File: src/hdl/ksr_pkg.sv
`timescale 1ns / 1ps

package ksr_pkg;

  localparam int unsigned VALUE_W = 32;
  localparam int unsigned WINDOW_W = 4;

  typedef struct packed {
    logic signed [VALUE_W-1:0] value;
    logic                      is_last;
  } in_word_t;

  typedef struct packed {
    logic signed [VALUE_W-1:0] value_out;
    logic                      last_out;
  } out_word_t;

  // Operation broadcast to every cell of the sorted chain.
  typedef enum logic [1:0] {
    CMD_HOLD   = 2'd0,
    CMD_INSERT = 2'd1,
    CMD_POP    = 2'd2
  } cmd_t;

  typedef struct packed {
    cmd_t                      cmd;
    logic signed [VALUE_W-1:0] ins_val;
  } cell_ctl_t;

endpackage

File: src/hdl/ksr_cell.sv
`timescale 1ns / 1ps

module ksr_cell (
  input  logic                              clk,
  input  ksr_pkg::cell_ctl_t                ctl,
  input  logic                              occ,
  input  logic signed [ksr_pkg::VALUE_W-1:0] left_val,
  input  logic                              left_place,
  input  logic signed [ksr_pkg::VALUE_W-1:0] right_val,
  output logic signed [ksr_pkg::VALUE_W-1:0] val,
  output logic                              place
);
  import ksr_pkg::*;

  logic signed [VALUE_W-1:0] val_next;

  // New value lands at or left of this cell; ties stay behind older values.
  assign place = !occ || (ctl.ins_val < val);

  always_comb begin
    val_next = val;
    case (ctl.cmd)
      CMD_INSERT: begin
        if (place) begin
          val_next = left_place ? left_val : ctl.ins_val;
        end
      end
      CMD_POP:  val_next = right_val;
      default:  val_next = val;
    endcase
  end

  always_ff @(posedge clk) begin
    val <= val_next;
  end

endmodule

File: src/hdl/k_sorted_stream_reorder_top.sv
`timescale 1ns / 1ps
// An accepted word is held while P values are popped to bring the store under
//   window+1 (P is 1 in steady state, more after the window is lowered), then
//   inserted; a last-marked word then drains one result per cycle. in_stall is
//   high until the word is inserted and any drain is done. The sorted cell chain
//   does one pop or insert a cycle; pops wait while the output is stalled.
// Reset (rst, synchronous, active high): store empty, window = 15, no output pending.

module k_sorted_stream_reorder_top #(
  parameter int unsigned WINDOW_MAX = 15
) (
  input  logic                            clk,
  input  logic                            rst,
  // input words
  input  logic                            in_valid,
  output logic                            in_stall,
  input  ksr_pkg::in_word_t               in_word,
  // result words
  output logic                            out_valid,
  input  logic                            out_stall,
  output ksr_pkg::out_word_t              out_word,
  // window register
  input  logic                            window_we,
  input  logic [ksr_pkg::WINDOW_W-1:0]    window_data
);
  import ksr_pkg::*;

  localparam int unsigned DEPTH = WINDOW_MAX + 1;
  localparam int unsigned CW    = $clog2(DEPTH + 1);

  typedef enum logic [1:0] {
    S_IDLE,
    S_TRIM,   // pop until count <= window, then insert the held word
    S_DRAIN   // empty the store after a last word
  } state_t;

  state_t                   state;
  logic [WINDOW_W-1:0]      window;
  logic [CW-1:0]            count;
  logic signed [VALUE_W-1:0] held_val;
  logic                     held_last;

  logic [CW-1:0]            cap_m1;
  logic                     out_free;
  logic                     over;
  cell_ctl_t                ctl;

  logic signed [VALUE_W-1:0] cval  [DEPTH];
  logic                      cplace[DEPTH];

  // Capacity is window+1, clamped to the number of cells.
  assign cap_m1   = (32'(window) > WINDOW_MAX) ? CW'(WINDOW_MAX) : CW'(window);
  assign out_free = !out_valid || !out_stall;
  assign over     = count > cap_m1;
  assign in_stall = (state != S_IDLE);

  always_comb begin
    ctl.ins_val = held_val;
    ctl.cmd     = CMD_HOLD;
    case (state)
      S_TRIM: begin
        if (over) begin
          if (out_free) ctl.cmd = CMD_POP;
        end else begin
          ctl.cmd = CMD_INSERT;
        end
      end
      S_DRAIN: begin
        if (out_free) ctl.cmd = CMD_POP;
      end
      default: ctl.cmd = CMD_HOLD;
    endcase
  end

  // Sorted chain: cell 0 holds the smallest value.
  for (genvar i = 0; i < DEPTH; i++) begin : g_cell
    logic occ;
    assign occ = CW'(i) < count;
    if (i == 0) begin : g_first
      if (DEPTH > 1) begin : g_more
        ksr_cell u_cell (
          .clk(clk), .ctl(ctl), .occ(occ),
          .left_val(held_val), .left_place(1'b0),
          .right_val(cval[i+1]), .val(cval[i]), .place(cplace[i])
        );
      end else begin : g_only
        ksr_cell u_cell (
          .clk(clk), .ctl(ctl), .occ(occ),
          .left_val(held_val), .left_place(1'b0),
          .right_val(held_val), .val(cval[i]), .place(cplace[i])
        );
      end
    end else if (i == DEPTH - 1) begin : g_last
      ksr_cell u_cell (
        .clk(clk), .ctl(ctl), .occ(occ),
        .left_val(cval[i-1]), .left_place(cplace[i-1]),
        .right_val(held_val), .val(cval[i]), .place(cplace[i])
      );
    end else begin : g_mid
      ksr_cell u_cell (
        .clk(clk), .ctl(ctl), .occ(occ),
        .left_val(cval[i-1]), .left_place(cplace[i-1]),
        .right_val(cval[i+1]), .val(cval[i]), .place(cplace[i])
      );
    end
  end

  // Control state, store count and the output register.
  always_ff @(posedge clk) begin
    if (rst) begin
      state     <= S_IDLE;
      window    <= WINDOW_W'(15);
      count     <= '0;
      out_valid <= 1'b0;
    end else begin
      if (window_we) window <= window_data;
      // A pop loads the output register; otherwise a taken word empties it.
      if (ctl.cmd == CMD_POP) begin
        out_valid <= 1'b1;
      end else if (!out_stall) begin
        out_valid <= 1'b0;
      end

      case (state)
        S_IDLE: begin
          if (in_valid) begin
            held_val  <= in_word.value;
            held_last <= in_word.is_last;
            state     <= S_TRIM;
          end
        end
        S_TRIM: begin
          if (over) begin
            if (out_free) begin
              out_word.value_out <= cval[0];
              out_word.last_out  <= 1'b0;
              count              <= count - CW'(1);
            end
          end else begin
            count <= count + CW'(1);
            state <= held_last ? S_DRAIN : S_IDLE;
          end
        end
        S_DRAIN: begin
          if (out_free) begin
            out_word.value_out <= cval[0];
            out_word.last_out  <= (count == CW'(1));
            count              <= count - CW'(1);
            if (count == CW'(1)) state <= S_IDLE;
          end
        end
        default: state <= S_IDLE;
      endcase
    end
  end

endmodule
File: config.mk
export PLATFORM = sky130hd
export DESIGN_NAME = k_sorted_stream_reorder_top
export DESIGN_NICKNAME = d
export VERILOG_FILES = /design/src/hdl/ksr_pkg.sv /design/src/hdl/ksr_cell.sv /design/src/hdl/k_sorted_stream_reorder_top.sv
export SDC_FILE = /design/constraint.sdc
export NUM_CORES = 2
export LEC_CHECK = 0
export BUFFER_PORTS_ARGS = -buffer_cell sky130_fd_sc_hd__buf_2
export CORE_MARGIN = 1
export CORE_UTILIZATION = 55
export DETAILED_ROUTE_END_ITERATION = 8
export GPL_TIMING_DRIVEN = 0
export PLACE_DENSITY = 0.71
export SYNTH_ARGS = -nofsm -noshare
export SYNTH_HDL_FRONTEND = slang
export SYNTH_SLANG_ARGS = --single-unit
File: constraint.sdc
create_clock -name clk -period 5.8 [get_ports clk]
set_input_delay 0 -clock clk [delete_from_list [all_inputs] [get_ports clk]]
set_output_delay 0 -clock clk [all_outputs]
set_load 0.1 [all_outputs]
## After elaboration in Yosys (flattened, before gate mapping)

Cells that the tools add are included.

| operators by class | value |
|---|---|
| add/sub/neg operators | 2 |
| equality and inequality tests | 28 |
| multipliers | 0 |
| div/mod/pow operators | 0 |
| reductions and logical operators | 58 |
| shifts and indexed selects | 0 |
| bitwise logic cells | 1 |
| order comparisons | 33 |
| mux-type cells | 65 |

Operators by type and width:

| kind | count |
|---|---|
| 32-bit one-hot mux with 2 select lines | 16 |
| 32-bit 2-to-1 mux | 31 |
| 32-bit < comparator | 16 |
| 33-bit 2-to-1 mux | 3 |
| 33-bit one-hot mux with 2 select lines | 1 |
| 4-bit by 5-bit < comparator with 1-bit output, first input constant | 8 |
| 2-bit by 1-bit inequality test with 1-bit output, second input constant | 17 |
| 2-bit AND reduction | 16 |
| 3-bit by 5-bit < comparator with 1-bit output, first input constant | 4 |
| 1-bit zero test | 18 |
| 1-bit logical OR | 17 |
| 2-bit 2-to-1 mux | 7 |
| 2-bit inequality test, second input constant | 6 |
| 1-bit by 5-bit < comparator with 1-bit output, first input constant | 2 |
| 2-bit by 5-bit < comparator with 1-bit output, first input constant | 2 |
| 5-bit 2-to-1 mux | 2 |
| 5-bit one-hot mux with 2 select lines | 1 |
| 2-bit one-hot mux with 3 select lines | 1 |
| 2-bit nonzero test | 3 |
| 5-bit by 1-bit adder with 5-bit output, second input constant | 1 |
| 5-bit by 1-bit == test with 1-bit output, second input constant | 1 |
| 5-bit by 4-bit greater-than comparator with 1-bit output | 1 |
| 5-bit AND reduction | 1 |
| 5-bit by 1-bit subtractor with 5-bit output, second input constant | 1 |
| other kinds (8) | 11 |

| storage, ports and cells | value |
|---|---|
| memory bits (writable) | 0 |
| logic and storage cells | 211 |
| memories | 0 |
| bits in registers | 590 |
| bits in read-only memories | 0 |
| bits in latches | 0 |

## Logic depth before layout (Yosys ltp)

| depth | value |
|---|---|
| word-level depth | 8 |
| gate-level depth with buffers | 12 |
| gate-level depth less buffers | 10 |

## Hierarchy

A second synthesis with hierarchy kept.

| unflattened totals | value |
|---|---|
| cells, all modules | 4355 |
| area total of the unflattened synthesis | 42314.3 um2 |

By module, submodules not included:

| module | area each (um2) | cells an instance | instances |
|---|---|---|---|
| ksr_cell | 2454.9 | 259 | 16 |
| k_sorted_stream_reorder_top | 3036.7 | 211 | 1 |

## Worst setup path after synthesis

Ideal clock, no wire load.

| timing path | value |
|---|---|
| path kind | register to register |
| from | reg held_val[31] |
| to | reg g_cell[1].g_mid.u_cell.val[0] (netlist name), enable pin |
| cell stages (with the launch flop) | 10 |
| buffers on the path | 2 |
| required time | 5.334 ns |
| arrival time | 4.842 ns |
| slack | 0.492 ns |
| clock period less this slack | 5.308 ns |
| path through | edfxtp_1 ha_1 nand4_1 or3_1 nor4bb_1 nor4_1 mux2_2 clkbuf_1 clkbuf_1 o21ai_0 |

| on the way | value |
|---|---|
| word-level cells in the longest chain between the ends | 4 |

Ends and longest elaborated chain:

| element | RTL line | text |
|---|---|---|
| start: declaration | k_sorted_stream_reorder_top.sv:40 | `logic signed [VALUE_W-1:0] held_val;` |
| start signal: assignment | k_sorted_stream_reorder_top.sv:127 | `held_val <= in_word.value;` |
| 32-bit < comparator | ksr_cell.sv:18 | `assign place = !occ \|\| (ctl.ins_val < val);` |
| 1-bit logical OR | ksr_cell.sv:18 |  |
| 2-bit by 1-bit inequality test with 1-bit output (no source line) | - |  |
| 2-bit AND reduction (no source line) | - |  |
| end signal: assignment | ksr_cell.sv:34 | `val <= val_next;` |
| end: declaration | ksr_cell.sv:10 | `output logic signed [ksr_pkg::VALUE_W-1:0] val,` |

No other way between the ends.
A chain may end at the register's enable or synchronous reset.

## Final worst setup path

| timing path | value |
|---|---|
| from | reg held_val[31] |
| to | reg g_cell[5].g_mid.u_cell.val[18] (netlist name), enable pin |

| on the way | value |
|---|---|
| word-level cells in the longest chain between the ends | 4 |

Ends and longest elaborated chain:

| element | RTL line |
|---|---|
| 32-bit < comparator | ksr_cell.sv:18 |
| 1-bit logical OR | ksr_cell.sv:18 |
| 2-bit by 1-bit inequality test with 1-bit output (no source line) | - |
| 2-bit AND reduction (no source line) | - |
| end signal: assignment | ksr_cell.sv:34 |
| end: declaration | ksr_cell.sv:10 |

No other way between the ends.

==> results.cfg <==
[status]
status = complete, but fails checks
violations = max-capacitance violations, max-slew violations, negative setup slack

[critical_path]
critPathKind = flip-flop to flip-flop
cp_slowest_stage_delay_ps = 1330
cp-start-kind = flip-flop
cp.depth = 9
crit_fanout = 26
reg2reg_slack_ps = -10
path_cells = ha_1 -> nand4_1 -> nor3_1 -> a21boi_0 -> o31ai_1 -> a21oi_2 -> buf_2 -> o21ai_4 -> buf_12
slowest_stage = edfxtp_1
path_buf_inv = 2
rr_worst_depth = 9
worstPathArrival_ps = 6190
cpLargestDelayFamily = compound AO/OA/AOI/OAI gates
endpoint_kind = flip-flop
cp.required_ps = 6180

[sta]
hold_ws_ps = 60.25
finalCritPeriodShare_pct = 100.2
worst-slew-pin-transition_ps = 1576
hold_viol = 0
fin_ws_ps = -10.20
setup_viol = 15
slew_viol_final = 88
fin_skew_ps = 34.32
max_freq_ghz = 0.1721
rsz0062_at_grt = false
period_needed_ps = 5810
relSlewSlack_pct = -5.079

[synth]
synth_ff_type = edfxtp_1
syn-num-nets = 4628
yosys_warnings = 0
syn_area_mm2 = 0.03989
postSynthAreaPerCell_um2 = 9.703
synth-seq-cells = 590
ys_seq_area_share_pct = 44.11
async_flop_share_pct = 0
synth.distinct_cells = 69
synth_cells = 4111
synth_edf_count = 578

[floorplan]
dieWidth_um = 271.3
start_util_pct = 55.71
rows = 98
io_pins = 77
fp.dieH_um = 271.3
core_mm2 = 0.07161
dieArea_mm2 = 0.07361

[clocking]
clkTransAtPathRegs_ps = 70
h-tree-depth = 3
numClockSinks = 590
clockBufferDepth = 3
numCtsBuffers = 69
clk_latency_ps = 650
cts_tree = built
clock-root-buffer = clkbuf_16

[grt]
grt_pass1_vias = 35320
grt_usage_pct = 41.16
grt_pass1_wl_um = 224300
grt_max_degree = 34
grt_overflow_total = 0
antenna_found_initial = 5

[pwr]
power.leakage_nw = 17.71
power.density_mw_per_mm2 = 324.9
peakVddDrop_mv = 0.3401

[placed_design]
port_buffers = 74
dpl.hpwl_um = 117300
dp.cells = 5169
pre_cts_slack_ps = -133.6
gp_congestion = 1.026

[cells_and_area]
fin_cells = 5349
nFillCells = 5952
nets = 4859
synthToLayoutAreaGrowth_pct = 13.14
layout-drive-gt1-share_pct = 7.626

[route]
drc = 0
vias = 36350
drt-initial-drc-count = 4920
routed_via_density = 6.795
wl_per_cell_um = 28.69
routed_wl_um = 153500
detail-route-antenna-nets = 0
drt-pass1-iter-count = 8

[flow_run]
maxCapViolations = 4

[min_path]
hold_path_class = input port to flip-flop
holdPathStages = 2
-- state kept, by name, indices dropped and copies added (netlist names) --
| signal | cells |
|---|---|
| count | 5 |
| g_cell.g_first.g_more.u_cell.val | 32 |
| g_cell.g_last.u_cell.val | 32 |
| g_cell.g_mid.u_cell.val | 448 |
| held_last | 1 |
| held_val | 32 |
| out_valid | 1 |
| out_word | 33 |
| state | 2 |
| window | 4 |
-- per-layer routing --
metal / track usage, % / vias to the layer above / share of wire (%)
met5: 0 / - / 0.016
met4: 29.07 / 4 / 7.9
met3: 12.00 / 627 / 12
met2: 64.02 / 2569 / 44
met1: 48.98 / 17150 / 36
li1: - / 15990 / -
-- synth_stat cells (5+ instances only) --
| library cell | instances | area, um^2 |
|---|---|---|
| edfxtp_1 | 578 | 17360 |
| nand2_1 | 560 | 2102 |
| inv_1 | 480 | 1802 |
| ha_1 | 475 | 5943 |
| nand3_1 | 433 | 2167 |
| o311ai_0 | 335 | 2934 |
| clkbuf_1 | 214 | 803.3 |
| a21oi_1 | 196 | 980.9 |
| o21ai_0 | 182 | 910.9 |
| nor2_1 | 65 | 244.0 |
| o221ai_1 | 63 | 551.8 |
| nand4_1 | 59 | 369.1 |
| buf_2 | 57 | 285.3 |
| a21o_1 | 54 | 405.4 |
| a31oi_1 | 44 | 275.3 |
| a22oi_1 | 38 | 285.3 |
| mux2_4 | 28 | 420.4 |
| nor3_1 | 24 | 120.1 |
| mux2i_1 | 15 | 150.1 |
| nand2b_1 | 14 | 87.58 |
| buf_1 | 13 | 48.80 |
| dfxtp_1 | 12 | 240.2 |
| nor4_1 | 12 | 75.07 |
| and4_1 | 11 | 96.34 |
| nor3b_1 | 10 | 75.07 |
| or3_1 | 9 | 56.30 |
| a211oi_1 | 8 | 60.06 |
| a221oi_1 | 8 | 70.07 |
| nor2b_1 | 7 | 43.79 |
| o211ai_1 | 7 | 52.55 |
| a21oi_2 | 6 | 52.55 |
| o311ai_1 | 6 | 52.55 |
| or4_1 | 6 | 45.04 |
| a221o_1 | 5 | 50.05 |
| and3_1 | 5 | 31.28 |
| mux2_2 | 5 | 56.30 |
| o2111ai_1 | 5 | 43.79 |
| o21a_1 | 5 | 37.54 |
| o21ai_1 | 5 | 25.02 |
| o31a_1 | 5 | 43.79 |
-- worst register-to-register path, delay by kind of cell, from the launching register on --
kind | cells | cell delay [ps]
buf+inv | 2 | 650
flops | 1 | 1330
simple gates | 2 | 1050
compound gates | 4 | 2100
fa+ha+maj | 1 | 400
-- layout make-up --
type	count	area (um^2)	area share [%]
plain buffers	288	1186	2.628
diodes	6	15.01	0.03327
inverters	480	1802	3.992
flip-flops and latches	590	17600	38.99
multi-input cells	2753	19480	43.16
repair buffers	160	1723	3.817
well taps	950	1189	2.634
clock inverters	42	331.6	0.7347
clock buffers	80	1810	4.012
-- worst paths after layout --
| check | startpoint | to |
|---|---|---|
| max | held_val[31] | g_cell[5].g_mid.u_cell.val[18] |
| min | in_word[2] | held_val[1] |
| max reg2reg | held_val[31] | g_cell[5].g_mid.u_cell.val[18] |
| min reg2reg | g_cell[0].g_first.g_more.u_cell.val[5] | out_word[6] |
-- timing repair --
| item | in CTS | in global routing |
|---|---|---|
| setup endpoints to repair | 17 | 0 |
| hold endpoints to repair | 45 | 0 |
| setup buffers | 0 | 0 |
| gates resized for setup | 2 | 0 |
| hold buffers | 48 | 0 |
-- where the power goes --
part	internal, mW	leakage, nW	switching, mW
Sequential	5.65	5.41	0.480
Combinational	1.41	11.3	2.82
Clock	2.35	1.04	1.96
-- cell families after synthesis --
| group | count (synthesis) | share of synthesized area (%) |
|---|---|---|
| buffers and inverters | 768 | 7.471 |
| adders and majority gates | 475 | 14.90 |
| xor gates and xnor gates | 3 | 0.06588 |
| muxes | 50 | 1.628 |
| and+or+nand+nor | 1224 | 13.98 |
| AOI/OAI and AO/OA | 1001 | 17.84 |
| DFF | 590 | 44.11 |
-- through the flow --
stage	utilization [%]	cell area, um^2	total power [mW]	TNS [ps]
4_1_cts	62.85	45000	14.44	0
2_1_floorplan	-	39890	8.703	0
6_report	63.03	45130	14.67	-91.50
3_5_place_dp	59.17	42370	10.20	-2253
5_1_grt	63.01	45120	15.19	0
3_3_place_gp	57.88	41450	9.965	-948160
-- placed cells by master, fill, tap and decap left out, types with 63 or more instances in the layout --
cell	n
o21ai_0	169
o221ai_1	63
clkbuf_1	223
nor2_1	65
o311ai_0	335
clkbuf_16	71
inv_1	480
buf_2	131
edfxtp_1	578
ha_1	475
nand2_1	560
a21oi_1	196
nand3_1	433
Power figures use the tool's default switching activity.
